**src/design/tcc_pkg.sv**
```systemverilog
// ----------------------------------------------------------------------------
// tcc_pkg: shared types and constants of the text console cursor block
// Result kinds, character codes, register indexes and the command record
// that travels from the front part to the back part through the queue.
// ----------------------------------------------------------------------------
package tcc_pkg;

  // Result kind carried on the output tuser.
  typedef enum logic [1:0] {
    KIND_WRITE  = 2'd0,
    KIND_SCROLL = 2'd1,
    KIND_STATUS = 2'd2
  } kind_t;

  // Input operation carried on the input tuser.
  localparam logic FUNC_CHAR   = 1'b0;
  localparam logic FUNC_SETPOS = 1'b1;

  // Control characters.
  localparam logic [7:0] CH_NEWLINE = 8'd10;
  localparam logic [7:0] CH_TAB     = 8'd9;

  // Configuration register indexes and reset values.
  localparam int unsigned CFG_IDX_W = 1;
  localparam logic [CFG_IDX_W-1:0] REG_COLUMNS = 1'b0;
  localparam logic [CFG_IDX_W-1:0] REG_ROWS    = 1'b1;
  localparam logic [7:0] COLUMNS_RESET = 8'd80;
  localparam logic [7:0] ROWS_RESET    = 8'd25;

  // Command queue geometry.
  localparam int unsigned QDEPTH = 4;
  localparam int unsigned QPTR_W = 2;
  localparam int unsigned QCNT_W = 3;

  // One queued command: a cell write (optionally preceded by a scroll beat)
  // or a set-position status.
  typedef struct packed {
    logic       scroll;
    kind_t      kind;
    logic [7:0] row;
    logic [7:0] col;
    logic [7:0] glyph;
    logic       ok;
  } cmd_t;

  // Advance the row by one, saturating at the screen height.
  function automatic logic [7:0] next_row(input logic [7:0] row, input logic [7:0] rows);
    logic [8:0] r;
    r = {1'b0, row} + 9'd1;
    if (r > {1'b0, rows}) begin
      r = {1'b0, rows};
    end
    return r[7:0];
  endfunction

endpackage

```
**src/design/tcc_front.sv**
```systemverilog
// ----------------------------------------------------------------------------
// tcc_front: item decode and cursor update
// Holds the screen size registers and the cursor, classifies each input item,
// updates the cursor in the cycle it is accepted and queues any results.
// ----------------------------------------------------------------------------
module tcc_front
  import tcc_pkg::*;
#(
  parameter int unsigned TAB_STOP = 5
) (
  input  logic                 clk,
  input  logic                 rst,
  input  logic                 cfg_we,
  input  logic [CFG_IDX_W-1:0] cfg_addr,
  input  logic [7:0]           cfg_wdata,
  input  logic                 in_valid,
  output logic                 in_ready,
  input  logic                 in_func,
  input  logic [7:0]           in_ch,
  input  logic [7:0]           in_col,
  input  logic [7:0]           in_row,
  input  logic                 q_full,
  output logic                 q_push,
  output cmd_t                 q_cmd
);

  localparam int unsigned TW = $clog2(256 + TAB_STOP);
  // Rounded-up reciprocal of the tab width in 16 fractional bits; exact for
  // every 8-bit column as long as the tab width stays at or below 256.
  localparam int unsigned TAB_RECIP = (65536 + TAB_STOP - 1) / TAB_STOP;

  logic [7:0]    columns;
  logic [7:0]    rows;
  logic [7:0]    cursor_col;
  logic [7:0]    cursor_row;
  logic [7:0]    cursor_col_next;
  logic [7:0]    cursor_row_next;
  logic          accept;
  logic [23:0]   tab_prod;
  logic [7:0]    tab_q;
  logic [TW+4:0] tab_full;
  logic [TW-1:0] tab_sum;
  logic          wrap;
  logic [7:0]    col_w;
  logic [7:0]    row_w;
  logic          scroll;
  logic [7:0]    row_p;
  logic          pos_ok;

  assign in_ready = !q_full;
  assign accept   = in_valid && in_ready;

  always_ff @(posedge clk) begin
    if (rst) begin
      columns <= COLUMNS_RESET;
      rows    <= ROWS_RESET;
    end else if (cfg_we) begin
      unique case (cfg_addr)
        REG_COLUMNS: columns <= cfg_wdata;
        REG_ROWS:    rows    <= cfg_wdata;
        default:     ;
      endcase
    end
  end

  // Next tab stop is one tab width past the start of the current tab field.
  // The field index comes from a reciprocal multiply; the sum may pass the
  // 8-bit range before the width check.
  assign tab_prod = 24'(cursor_col) * 24'(TAB_RECIP);
  assign tab_q    = tab_prod[23:16];
  assign tab_full = (TW+5)'({1'b0, tab_q} + 9'd1) * (TW+5)'(TAB_STOP);
  assign tab_sum  = tab_full[TW-1:0];

  // Printable byte: wrap first, then scroll if the row is off screen.
  assign wrap   = cursor_col >= columns;
  assign col_w  = wrap ? 8'd0 : cursor_col;
  assign row_w  = wrap ? next_row(cursor_row, rows) : cursor_row;
  assign scroll = row_w >= rows;
  assign row_p  = scroll ? ((rows == 8'd0) ? 8'd0 : rows - 8'd1) : row_w;

  assign pos_ok = (in_col < columns) && (in_row < rows);

  always_comb begin
    cursor_col_next = cursor_col;
    cursor_row_next = cursor_row;
    q_push          = 1'b0;
    q_cmd           = '0;
    if (accept) begin
      if (in_func == FUNC_SETPOS) begin
        if (pos_ok) begin
          cursor_col_next = in_col;
          cursor_row_next = in_row;
        end
        q_push       = 1'b1;
        q_cmd.kind   = KIND_STATUS;
        q_cmd.row    = pos_ok ? in_row : cursor_row;
        q_cmd.col    = pos_ok ? in_col : cursor_col;
        q_cmd.ok     = pos_ok;
      end else if (in_ch == CH_NEWLINE) begin
        cursor_col_next = 8'd0;
        cursor_row_next = next_row(cursor_row, rows);
      end else if (in_ch == CH_TAB) begin
        if (tab_sum >= TW'(columns)) begin
          cursor_col_next = 8'd0;
          cursor_row_next = next_row(cursor_row, rows);
        end else begin
          cursor_col_next = tab_sum[7:0];
        end
      end else begin
        cursor_col_next = col_w + 8'd1;
        cursor_row_next = row_p;
        q_push          = 1'b1;
        q_cmd.scroll    = scroll;
        q_cmd.kind      = KIND_WRITE;
        q_cmd.row       = row_p;
        q_cmd.col       = col_w;
        q_cmd.glyph     = in_ch;
      end
    end
  end

  always_ff @(posedge clk) begin
    if (rst) begin
      cursor_col <= 8'd0;
      cursor_row <= 8'd0;
    end else begin
      cursor_col <= cursor_col_next;
      cursor_row <= cursor_row_next;
    end
  end

endmodule

```
**src/design/tcc_queue.sv**
```systemverilog
// ----------------------------------------------------------------------------
// tcc_queue: command queue between front and back
// A small first-in first-out store of commands; push and pop may coincide.
// ----------------------------------------------------------------------------
module tcc_queue
  import tcc_pkg::*;
(
  input  logic clk,
  input  logic rst,
  input  logic push,
  input  cmd_t push_cmd,
  output logic full,
  output logic pop_valid,
  input  logic pop,
  output cmd_t pop_cmd
);

  cmd_t              mem [QDEPTH];
  logic [QPTR_W-1:0] wr_ptr;
  logic [QPTR_W-1:0] rd_ptr;
  logic [QCNT_W-1:0] count;
  logic              do_push;
  logic              do_pop;

  assign full      = count == QCNT_W'(QDEPTH);
  assign pop_valid = count != '0;
  assign pop_cmd   = mem[rd_ptr];
  assign do_push   = push && !full;
  assign do_pop    = pop && pop_valid;

  always_ff @(posedge clk) begin
    if (do_push) begin
      mem[wr_ptr] <= push_cmd;
    end
  end

  always_ff @(posedge clk) begin
    if (rst) begin
      wr_ptr <= '0;
      rd_ptr <= '0;
      count  <= '0;
    end else begin
      if (do_push) begin
        wr_ptr <= wr_ptr + QPTR_W'(1);
      end
      if (do_pop) begin
        rd_ptr <= rd_ptr + QPTR_W'(1);
      end
      count <= count + QCNT_W'(do_push) - QCNT_W'(do_pop);
    end
  end

  a_no_overflow: assert property (@(posedge clk) disable iff (rst)
    full |-> !(push && !pop))
    else $error("queue push while full");

  a_count_range: assert property (@(posedge clk) disable iff (rst)
    count <= QCNT_W'(QDEPTH))
    else $error("queue count out of range");

  a_pop_moves: assert property (@(posedge clk) disable iff (rst)
    (do_pop && !do_push) |=> count == $past(count) - QCNT_W'(1))
    else $error("queue count did not drop on pop");

endmodule

```
**src/design/tcc_back.sv**
```systemverilog
// ----------------------------------------------------------------------------
// tcc_back: result beat generator
// Takes commands from the queue and drives the output stream, inserting a
// scroll beat ahead of a cell write that needs one.
// ----------------------------------------------------------------------------
module tcc_back
  import tcc_pkg::*;
(
  input  logic        clk,
  input  logic        rst,
  input  logic        q_valid,
  output logic        q_pop,
  input  cmd_t        q_cmd,
  output logic        m_tvalid,
  input  logic        m_tready,
  output logic [31:0] m_tdata,
  output logic [1:0]  m_tuser,
  output logic        m_tlast
);

  logic cur_valid;
  cmd_t cur;
  logic scroll_pending;
  logic beat_done;
  logic load;

  assign beat_done = cur_valid && m_tready;
  assign load      = !cur_valid || (m_tready && !scroll_pending);
  assign q_pop     = load && q_valid;

  always_ff @(posedge clk) begin
    if (rst) begin
      cur_valid      <= 1'b0;
      scroll_pending <= 1'b0;
    end else if (load) begin
      cur_valid      <= q_valid;
      scroll_pending <= q_valid && q_cmd.scroll;
    end else if (beat_done) begin
      scroll_pending <= 1'b0;
    end
  end

  always_ff @(posedge clk) begin
    if (q_pop) begin
      cur <= q_cmd;
    end
  end

  assign m_tvalid = cur_valid;
  assign m_tuser  = scroll_pending ? KIND_SCROLL : cur.kind;
  assign m_tlast  = !scroll_pending;
  assign m_tdata  = scroll_pending ? 32'd0 : {7'd0, cur.ok, cur.glyph, cur.col, cur.row};

  a_pending_valid: assert property (@(posedge clk) disable iff (rst)
    scroll_pending |-> cur_valid)
    else $error("scroll pending without a command");

  a_scroll_then_write: assert property (@(posedge clk) disable iff (rst)
    (m_tvalid && m_tready && scroll_pending) |=> m_tvalid && m_tuser == KIND_WRITE)
    else $error("scroll beat not followed by its cell write");

  a_pop_only_when_free: assert property (@(posedge clk) disable iff (rst)
    q_pop |-> (!cur_valid || (m_tready && !scroll_pending)))
    else $error("command taken while the output stage is busy");

endmodule

```
**src/design/text_console_cursor.sv**
```systemverilog
// ----------------------------------------------------------------------------
// text_console_cursor: cursor controller for a character-cell text console
// Tracks the cursor, turns a byte stream into cell writes and scrolls, and
// handles set-position requests with a status result.
// ----------------------------------------------------------------------------
// The block accepts one input beat per clock cycle. Newline and tab beats
// only move the cursor and produce no output beat. A printable byte produces
// one cell write beat, or two beats (a scroll with tlast low, then the cell
// write) when it lands below the last row. A set-position beat produces one
// status beat. The cursor is updated in the cycle the input beat is taken,
// and the results pass through a four-entry command queue to a one-beat
// registered output stage. The output stage delivers one beat per cycle
// while m_tready is high, which sets the sustained rate: one input per
// cycle when no scrolls occur, and one extra output beat for each scrolling
// byte. The input side stalls only when the queue is full. The column and
// row registers (indexes 0 and 1) reset to 80 by 25 and should be written
// only while no beat is in flight.
// ----------------------------------------------------------------------------
module text_console_cursor
  import tcc_pkg::*;
#(
  parameter int unsigned TAB_STOP = 5
) (
  input  logic                 clk,
  input  logic                 rst,
  // Configuration write port.
  input  logic                 cfg_we,
  input  logic [CFG_IDX_W-1:0] cfg_addr,
  input  logic [7:0]           cfg_wdata,
  // Input stream.
  input  logic                 s_tvalid,
  output logic                 s_tready,
  input  logic [23:0]          s_tdata,  // ch [7:0], col_in [15:8], row_in [23:16]
  input  logic [0:0]           s_tuser,  // func [0]
  // Output stream.
  output logic                 m_tvalid,
  input  logic                 m_tready,
  output logic [31:0]          m_tdata,  // row [7:0], col [15:8], glyph [23:16], ok [24]
  output logic [1:0]           m_tuser,  // kind [1:0]
  output logic                 m_tlast
);

  logic q_full;
  logic q_push;
  cmd_t q_push_cmd;
  logic q_valid;
  logic q_pop;
  cmd_t q_pop_cmd;

  // Decode and cursor update.
  tcc_front #(
    .TAB_STOP(TAB_STOP)
  ) u_front (
    .clk      (clk),
    .rst      (rst),
    .cfg_we   (cfg_we),
    .cfg_addr (cfg_addr),
    .cfg_wdata(cfg_wdata),
    .in_valid (s_tvalid),
    .in_ready (s_tready),
    .in_func  (s_tuser[0]),
    .in_ch    (s_tdata[7:0]),
    .in_col   (s_tdata[15:8]),
    .in_row   (s_tdata[23:16]),
    .q_full   (q_full),
    .q_push   (q_push),
    .q_cmd    (q_push_cmd)
  );

  // Decouples the cursor update from output backpressure.
  tcc_queue u_queue (
    .clk      (clk),
    .rst      (rst),
    .push     (q_push),
    .push_cmd (q_push_cmd),
    .full     (q_full),
    .pop_valid(q_valid),
    .pop      (q_pop),
    .pop_cmd  (q_pop_cmd)
  );

  // Beat generation, including the extra scroll beat.
  tcc_back u_back (
    .clk     (clk),
    .rst     (rst),
    .q_valid (q_valid),
    .q_pop   (q_pop),
    .q_cmd   (q_pop_cmd),
    .m_tvalid(m_tvalid),
    .m_tready(m_tready),
    .m_tdata (m_tdata),
    .m_tuser (m_tuser),
    .m_tlast (m_tlast)
  );

  // A scroll beat never ends the results of its byte.
  a_scroll_not_last: assert property (@(posedge clk) disable iff (rst)
    (m_tvalid && m_tuser == KIND_SCROLL) |-> !m_tlast && m_tdata == 32'd0)
    else $error("scroll beat with payload or tlast");

  // Status and cell write beats always close their input's results.
  a_final_kinds_last: assert property (@(posedge clk) disable iff (rst)
    (m_tvalid && (m_tuser == KIND_STATUS || m_tuser == KIND_WRITE)) |-> m_tlast)
    else $error("final beat without tlast");

  // Input is refused only when the queue has no room.
  a_ready_follows_queue: assert property (@(posedge clk) disable iff (rst)
    s_tready == !q_full)
    else $error("input ready does not follow queue space");

endmodule
```
**config.mk**
```make
export PLATFORM = sky130hd
export DESIGN_NAME = text_console_cursor
export DESIGN_NICKNAME = d
export VERILOG_FILES = /design/src/design/tcc_pkg.sv /design/src/design/tcc_front.sv /design/src/design/tcc_queue.sv /design/src/design/tcc_back.sv /design/src/design/text_console_cursor.sv
export SDC_FILE = /design/constraint.sdc
export NUM_CORES = 1
export LEC_CHECK = 0
export BUFFER_PORTS_ARGS = -buffer_cell sky130_fd_sc_hd__buf_2
export CAP_MARGIN = 20
export CELL_PAD_IN_SITES_DETAIL_PLACEMENT = 1
export CELL_PAD_IN_SITES_GLOBAL_PLACEMENT = 1
export CORE_MARGIN = 8
export CORE_UTILIZATION = 45
export CTS_BUF_LIST = sky130_fd_sc_hd__clkbuf_8
export DETAILED_ROUTE_END_ITERATION = 10
export PLACE_DENSITY = 0.73
export SLEW_MARGIN = 10
export SYNTH_ARGS = -nofsm -noshare
export SYNTH_HDL_FRONTEND = slang
export SYNTH_SLANG_ARGS = --single-unit
```
**constraint.sdc**
```tcl
create_clock -name clk -period 10.18 [get_ports clk]
set_clock_uncertainty 0.1 [all_clocks]
set_input_delay 1.018 -clock clk [delete_from_list [all_inputs] [get_ports clk]]
set_output_delay 1.018 -clock clk [all_outputs]
set_load 0.02 [all_outputs]
```
# Word level (Yosys, flattened, before mapping)
# Memories as Yosys holds them, arrays and structs flattened. A register that Yosys moved wholly into a read port is not among the register bits.
# Index checks and enable logic that the tools add are counted.
dict set report op_classes {
  add_sub_neg 8
  n_mul 2
  div_mod_pow 0
  magnitude_cmp 6
  n_eq_ne 4
  shifts 0
  muxes 34
  n_bitwise 1
  reduce_logical 18
}
# operator n
set ops {}
lappend ops {{8-bit two-way mux} 16}
lappend ops {{27-bit two-way mux} 2}
lappend ops {{28-bit two-way mux} 1}
lappend ops {{25-bit two-way mux} 1}
lappend ops {{8-bit by 12-bit multiplier with 20-bit output, second input constant} 1}
lappend ops {{18-bit two-way mux} 1}
lappend ops {{8-bit by 4-bit == test with 1-bit output, second input constant} 2}
lappend ops {{8-bit >= comparator} 2}
lappend ops {{8-bit < comparator} 2}
lappend ops {{14-bit by 3-bit multiplier with 9-bit output, second input constant} 1}
lappend ops {{1-bit two-way mux} 10}
lappend ops {{8-bit by 1-bit adder with 9-bit output, second input constant} 1}
lappend ops {{9-bit by 8-bit >= comparator with 1-bit output} 1}
lappend ops {{9-bit by 8-bit > comparator with 1-bit output} 1}
lappend ops {{8-bit by 1-bit adder with 8-bit output, second input constant} 1}
lappend ops {{1-bit logical AND} 8}
lappend ops {{8-bit zero test} 1}
lappend ops {{8-bit by 1-bit subtractor with 8-bit output, second input constant} 1}
lappend ops {{6-bit by 1-bit adder with 7-bit output, second input constant} 1}
lappend ops {{2-bit two-way mux} 3}
lappend ops {{2-bit AND reduction} 3}
lappend ops {{2-bit by 1-bit adder with 2-bit output, second input constant} 2}
lappend ops {{4-bit by 3-bit inequality test with 1-bit output, second input constant} 1}
lappend ops {{3-bit by 1-bit adder with 3-bit output} 1}
lappend ops {{7 further kinds} 9}
dict set report totals {
  reg_bits 68
  latch_bits 0
  ram_bits 112
  romBits 0
  in_bits 39
  word_cells 88
  memories 1
}
# memory words word_bits read_ports rd_clocked_by_memory_dff wr line
set mem_list {}
lappend mem_list {u_queue.mem 4 28 1 1 1 tcc_queue.sv:18} ;# cmd_t mem [QDEPTH];

# Logic depth before layout (Yosys ltp)
dict set report depth {
  depth_word 10
  mapped_depth 31
  depth_no_buf 30
}

# Modules after synthesis
# From an unflattened synthesis, not the netlist that was laid out.
dict set report hier_totals {
  hier_cells 1012
  area_unflattened_um2 11464.7
}
# module instances cells_each area_per_inst_um2
set modules_own_cells {}
lappend modules_own_cells {tcc_front 1 740 5744.3}
lappend modules_own_cells {tcc_queue 1 195 4558.1}
lappend modules_own_cells {tcc_back 1 77 1162.4}

# Least setup slack after synthesis
# No wires, ideal clock.
dict set report synth_timing {
  path_kind {reg-to-reg}
  start {register u_front.cursor_col[5]}
  end {register u_front.cursor_row[7]}
  setup_time_ns 0.133
  arrival_ns 6.542
  slack_ns 3.405
  path_stages_with_launch 31
  path_cell_list {dfxtp_1 -> ha_1 -> inv_1 -> fa_1 -> inv_1 -> fa_1 -> inv_1 -> fa_1 -> inv_1 -> ha_1 -> a21o_1 -> a21o_1 -> nor2_1 -> nand2_1 -> a311o_1 -> xnor2_1 -> nand3b_1 -> xor2_1 -> ha_1 -> ha_1 -> a21oi_1 -> nor2_1 -> nor2_1 -> xnor2_1 -> ha_1 -> o211ai_1 -> nand2b_1 -> a2111oi_4 -> buf_6 -> nand3b_1 -> o31ai_1}
}
dict set report synth_between {
  elab_chain_len 7
  word_cells_on_any_way 13
  cone_classes {add/sub (1); mul (2); order compare (3); eq/ne (1); mux (5); reduce/logical (1)}
}
# item line
set synth_rtl {}
lappend synth_rtl {{from (decl)} tcc_front.sv:34} ;# logic [7:0] cursor_col;
lappend synth_rtl {{from (signal assigned)} tcc_front.sv:127} ;# cursor_col <= cursor_col_next;
lappend synth_rtl {{branches (longest 7 deep; another with 8-bit by 12-bit multiplier with 20-bit output)} n/a}
lappend synth_rtl {{to (signal assigned)} tcc_front.sv:128} ;# cursor_row <= cursor_row_next;
lappend synth_rtl {{to (decl)} tcc_front.sv:35} ;# logic [7:0] cursor_row;
# Several ways; the timed one is not identified.
# A chain may end at the register's enable or synchronous reset.

# Worst setup path after layout
dict set report layout_timing {
  start {register u_front.cursor_col[4]}
  end {register u_front.cursor_row[3]}
}
# Same word-level chain as after synthesis.

==> flow_results.xml <==
<?xml version="1.0" encoding="UTF-8"?>
<metrics>
  <group name="status">
    <metric name="status" unit="">finished, final reports clean</metric>
  </group>
  <group name="routing">
    <metric name="detailedRoute.firstIterationViolations" unit="">344</metric>
    <metric name="vias" unit="">7597</metric>
    <metric name="post-route-drc-count" unit="">0</metric>
    <metric name="routed_wire_length_per_instance" unit="µm">20.5</metric>
    <metric name="routed_wirelength" unit="µm">27800</metric>
    <metric name="post_drt_via_cell_ratio" unit="">5.61</metric>
    <metric name="drt.antenna.violating_nets" unit="">0</metric>
    <metric name="detailedRoute.firstPassIterationCount" unit="">5</metric>
  </group>
  <group name="cts">
    <metric name="clkSinkCount" unit="">177</metric>
    <metric name="cts_buffers" unit="">17</metric>
    <metric name="postCtsSetupBuffers" unit="">0</metric>
    <metric name="post_cts_resized" unit="">0</metric>
    <metric name="clock_latency" unit="ps">480</metric>
    <metric name="postCtsHoldBufs" unit="">0</metric>
    <metric name="clkTransAtPathRegs" unit="ps">110</metric>
    <metric name="cts_tree" unit="">done</metric>
    <metric name="htree_num_levels" unit="">4</metric>
    <metric name="cts_max_path_buffers" unit="">2</metric>
    <metric name="clk_root_buffer_cell" unit="">clkbuf_8</metric>
  </group>
  <group name="floorplan">
    <metric name="die_w" unit="µm">171</metric>
    <metric name="die_height" unit="µm">171</metric>
    <metric name="core-area" unit="µm²">24000</metric>
    <metric name="floorplan.io_pins" unit="">76</metric>
    <metric name="fp.dieArea" unit="µm²">29400</metric>
    <metric name="rows" unit="">57</metric>
    <metric name="initial_core_util" unit="%">45.3</metric>
  </group>
  <group name="yosys">
    <metric name="edff_count_synth" unit="">134</metric>
    <metric name="postSynthAreaPerCell" unit="µm²">11.3</metric>
    <metric name="synthArstFlopShare" unit="%">0</metric>
    <metric name="ys_warn_count" unit="">0</metric>
    <metric name="ys_ff_latch" unit="">177</metric>
    <metric name="syn-instance-count" unit="">960</metric>
    <metric name="fraction_of_the_yosys_area_taken_by_sequential_cells" unit="%">44.9</metric>
    <metric name="synth_cell_types" unit="">68</metric>
    <metric name="post_synth_instance_area" unit="µm²">10900</metric>
    <metric name="synth_top_flop_cell" unit="">edfxtp_1</metric>
  </group>
  <group name="timing">
    <metric name="setup-tns-final" unit="ps">0</metric>
    <metric name="post-route-period-util" unit="%">73.5</metric>
    <metric name="worst_slew_pin_slew" unit="ps">1120</metric>
    <metric name="setup_viol" unit="">0</metric>
    <metric name="worst_slew_slack_as_a_fraction_of_its_limit" unit="%">24.8</metric>
    <metric name="worst_case_hold_slack" unit="ps">361</metric>
    <metric name="max_freq" unit="MHz">134</metric>
    <metric name="timing.final.crit_period" unit="ps">7480</metric>
    <metric name="finalMaxSlewViolations" unit="">0</metric>
    <metric name="setup_repair_after_global_routing_missed_its_margin" unit="">no</metric>
    <metric name="timing_hold_violations_final" unit="">0</metric>
  </group>
  <group name="hold_path">
    <metric name="hp-start" unit="">u_front.columns[2]</metric>
    <metric name="hold_class" unit="">reg2reg</metric>
  </group>
  <group name="worst_setup_path">
    <metric name="timing.critical_path.from" unit="">u_front.cursor_col[4]</metric>
    <metric name="worstSetupEndpointType" unit="">flop</metric>
    <metric name="startpoint_type" unit="">flop</metric>
    <metric name="crit_arrival" unit="ps">7760</metric>
    <metric name="timing.rr.start" unit="">u_front.cursor_col[4]</metric>
    <metric name="cp.required" unit="ps">10460</metric>
    <metric name="crit_path_max_fanout" unit="">19</metric>
    <metric name="path_class" unit="">reg2reg</metric>
  </group>
  <group name="grt">
    <metric name="via_count_of_the_first_global_routing_pass" unit="">8206</metric>
    <metric name="grt_start_max_net_pins" unit="">44</metric>
    <metric name="grt.total_usage" unit="%">19.8</metric>
    <metric name="grt_overflow_total" unit="">0</metric>
    <metric name="grt_pass1_wl" unit="µm">44900</metric>
    <metric name="grt_antenna_before_repair" unit="">0</metric>
  </group>
  <group name="power_and_ir_drop">
    <metric name="power_frac_clock" unit="%">16.5</metric>
    <metric name="p_leak" unit="nW">4.85</metric>
    <metric name="total_switching_power" unit="mW">1.31</metric>
    <metric name="power.share.switching" unit="%">42.5</metric>
    <metric name="cellPowerDensity" unit="nW/µm²">259</metric>
    <metric name="power_report.internal_total" unit="mW">1.78</metric>
    <metric name="combPwrFrac" unit="%">49.1</metric>
    <metric name="seq_power_share" unit="%">34.4</metric>
    <metric name="max-vdd-ir-drop" unit="µV">181</metric>
  </group>
  <group name="cells_and_area">
    <metric name="diodes" unit="">0</metric>
    <metric name="fin_nets" unit="">1187</metric>
    <metric name="syn2layout_area_growth" unit="%">9.89</metric>
    <metric name="final_layout_size_suffix_gt1_share" unit="%">16.5</metric>
  </group>
  <group name="place">
    <metric name="globalplace.congestion" unit="">0.896</metric>
    <metric name="post-dp-hpwl" unit="µm">20700</metric>
    <metric name="number_of_buffer_cells_added_on_primary_ports" unit="">68</metric>
  </group>
  <group name="flow_run">
    <metric name="max_cap_violation_count" unit="">0</metric>
  </group>
</metrics>
-- power groups by stage --
stage	Sequential [mW]	Combinational, mW	Clock (mW)
detailed placement	1.10	1.51	0
global route	1.08	1.72	0.543
global placement	1.09	1.46	0
CTS	1.08	1.52	0.521
floorplan	1.02	1.13	0
finish	1.06	1.52	0.510
-- through the flow --
| step | setup slack, ps | power, mW | cell area [µm²] | utilization [%] | std cells |
|---|---|---|---|---|---|
| 2_1_floorplan | 3410 | 2.15 | 10900 | - | 966 |
| 3_3_place_gp | 2830 | 2.54 | 11500 | 47.9 | 1322 |
| 3_5_place_dp | 2720 | 2.61 | 11500 | 47.9 | 1322 |
| 4_1_cts | 2680 | 3.12 | 11900 | 49.6 | 1354 |
| 5_1_grt | 2020 | 3.34 | 12000 | 49.7 | 1355 |
| 6_report | 2700 | 3.09 | 12000 | 49.7 | 1355 |
-- cells in the mapped netlist (4+ instances only) --
master / n / share of area (%)
edfxtp_1: 134 / 37
ha_1: 112 / 13
inv_1: 69 / 2.4
nor2_1: 64 / 2.2
nand2_1: 63 / 2.2
a21oi_1: 58 / 2.7
dfxtp_1: 43 / 7.9
nor2b_1: 32 / 1.8
clkbuf_1: 31 / 1.1
o21ai_0: 31 / 1.4
mux4_2: 27 / 5.6
xnor2_1: 21 / 1.7
and3_1: 19 / 1.1
a21o_1: 18 / 1.2
fa_1: 18 / 3.3
nand3_1: 18 / 0.83
xor2_1: 15 / 1.2
a211oi_1: 14 / 0.97
nor3_1: 14 / 0.64
nand2b_1: 13 / 0.75
buf_4: 8 / 0.55
mux2_2: 8 / 0.83
nand4_1: 8 / 0.46
a211o_1: 7 / 0.56
and2_1: 7 / 0.40
mux2i_1: 7 / 0.64
a22oi_1: 6 / 0.41
a31oi_1: 6 / 0.35
nand3b_1: 6 / 0.41
nor3_2: 6 / 0.55
o21ai_1: 6 / 0.28
o211ai_1: 5 / 0.35
o21a_1: 5 / 0.35
or3_1: 5 / 0.29
a2111oi_0: 4 / 0.32
a21oi_2: 4 / 0.32
a221oi_1: 4 / 0.32
-- cell families after synthesis --
family	Yosys count	share of synthesized area, %
simple gates	269	12.8
compound gates	193	11.9
flops	177	44.9
fa+ha+maj	130	16.2
buf+inv	112	4.22
mux	42	7.06
xor+xnor	36	2.90
other cells	1	0.0345
-- path summary, 6_finish.rpt --
check,end,slack [ps],depth (start not counted)
hold reg to reg,u_front.columns[2],360,2
setup / recovery,u_front.cursor_row[3],2700,26
hold / removal,u_front.columns[2],360,2
setup reg to reg,u_front.cursor_row[3],2700,26
-- cell type report --
type | instances | area [µm²]
Clock buffer | 18 | 248
Clock inverter | 14 | 166
Fill cell | 2616 | 12100
Tap cell | 324 | 405
Multi-Input combinational cell | 677 | 5580
Sequential cell | 177 | 4890
Timing Repair Buffer | 76 | 413
Inverter | 69 | 259
-- registers in the layout, indices dropped and copies added (netlist names), named ones only --
| register | flops |
|---|---|
| u_queue.mem | 108 |
| u_back.cur | 26 |
| u_front.columns | 8 |
| u_front.cursor_col | 8 |
| u_front.cursor_row | 8 |
| u_front.rows | 8 |
| u_queue.count | 3 |
| u_queue.rd_ptr | 2 |
| u_queue.wr_ptr | 2 |
| u_back.m_tvalid | 1 |
| u_back.scroll_pending | 1 |
-- routing by layer --
layer | GRT usage (%) | part of all wire (%)
met5 | 0 | 0
met4 | 5.56 | 1.4
met3 | 2.91 | 4.6
met2 | 32.6 | 47
met1 | 26.7 | 47
-- critical path: stages (launching register included) --
cell,delay [ps]
dfxtp_1,580
ha_1,260
fa_1,470
fa_1,580
fa_1,420
ha_1,340
a21oi_1,170
nand2_1,120
o2111ai_1,370
nand2_1,90
a311o_1,330
xnor2_1,490
nand3b_1,200
xor2_1,220
ha_1,270
ha_1,340
a21oi_1,180
nor2_1,50
nor2_1,120
xnor2_1,160
ha_1,260
o211ai_1,100
nand2b_1,160
a2111oi_4,340
buf_4,320
nor2_1,110
a211oi_1,240
-- cell usage in the layout, fill, tap and decap left out, types with 7 or more instances in the layout --
cell type and count:
a211o_1 7, a211oi_1 13, a21o_1 18, a21oi_1 58, and2_1 7, and3_1 15, buf_2 68, buf_4 7
clkbuf_8 18, conb_1 7, dfxtp_1 42, edfxtp_1 134, fa_1 18, ha_1 112, inv_1 69, mux2_2 8
mux2i_1 7, mux4_2 27, nand2_1 63, nand2b_1 13, nand3_1 18, nand4_1 8, nor2_1 64, nor2b_1 31
nor3_1 14, o21ai_0 31, xnor2_1 21, xor2_1 15
Note: power is estimated with default switching activity, not from simulation.
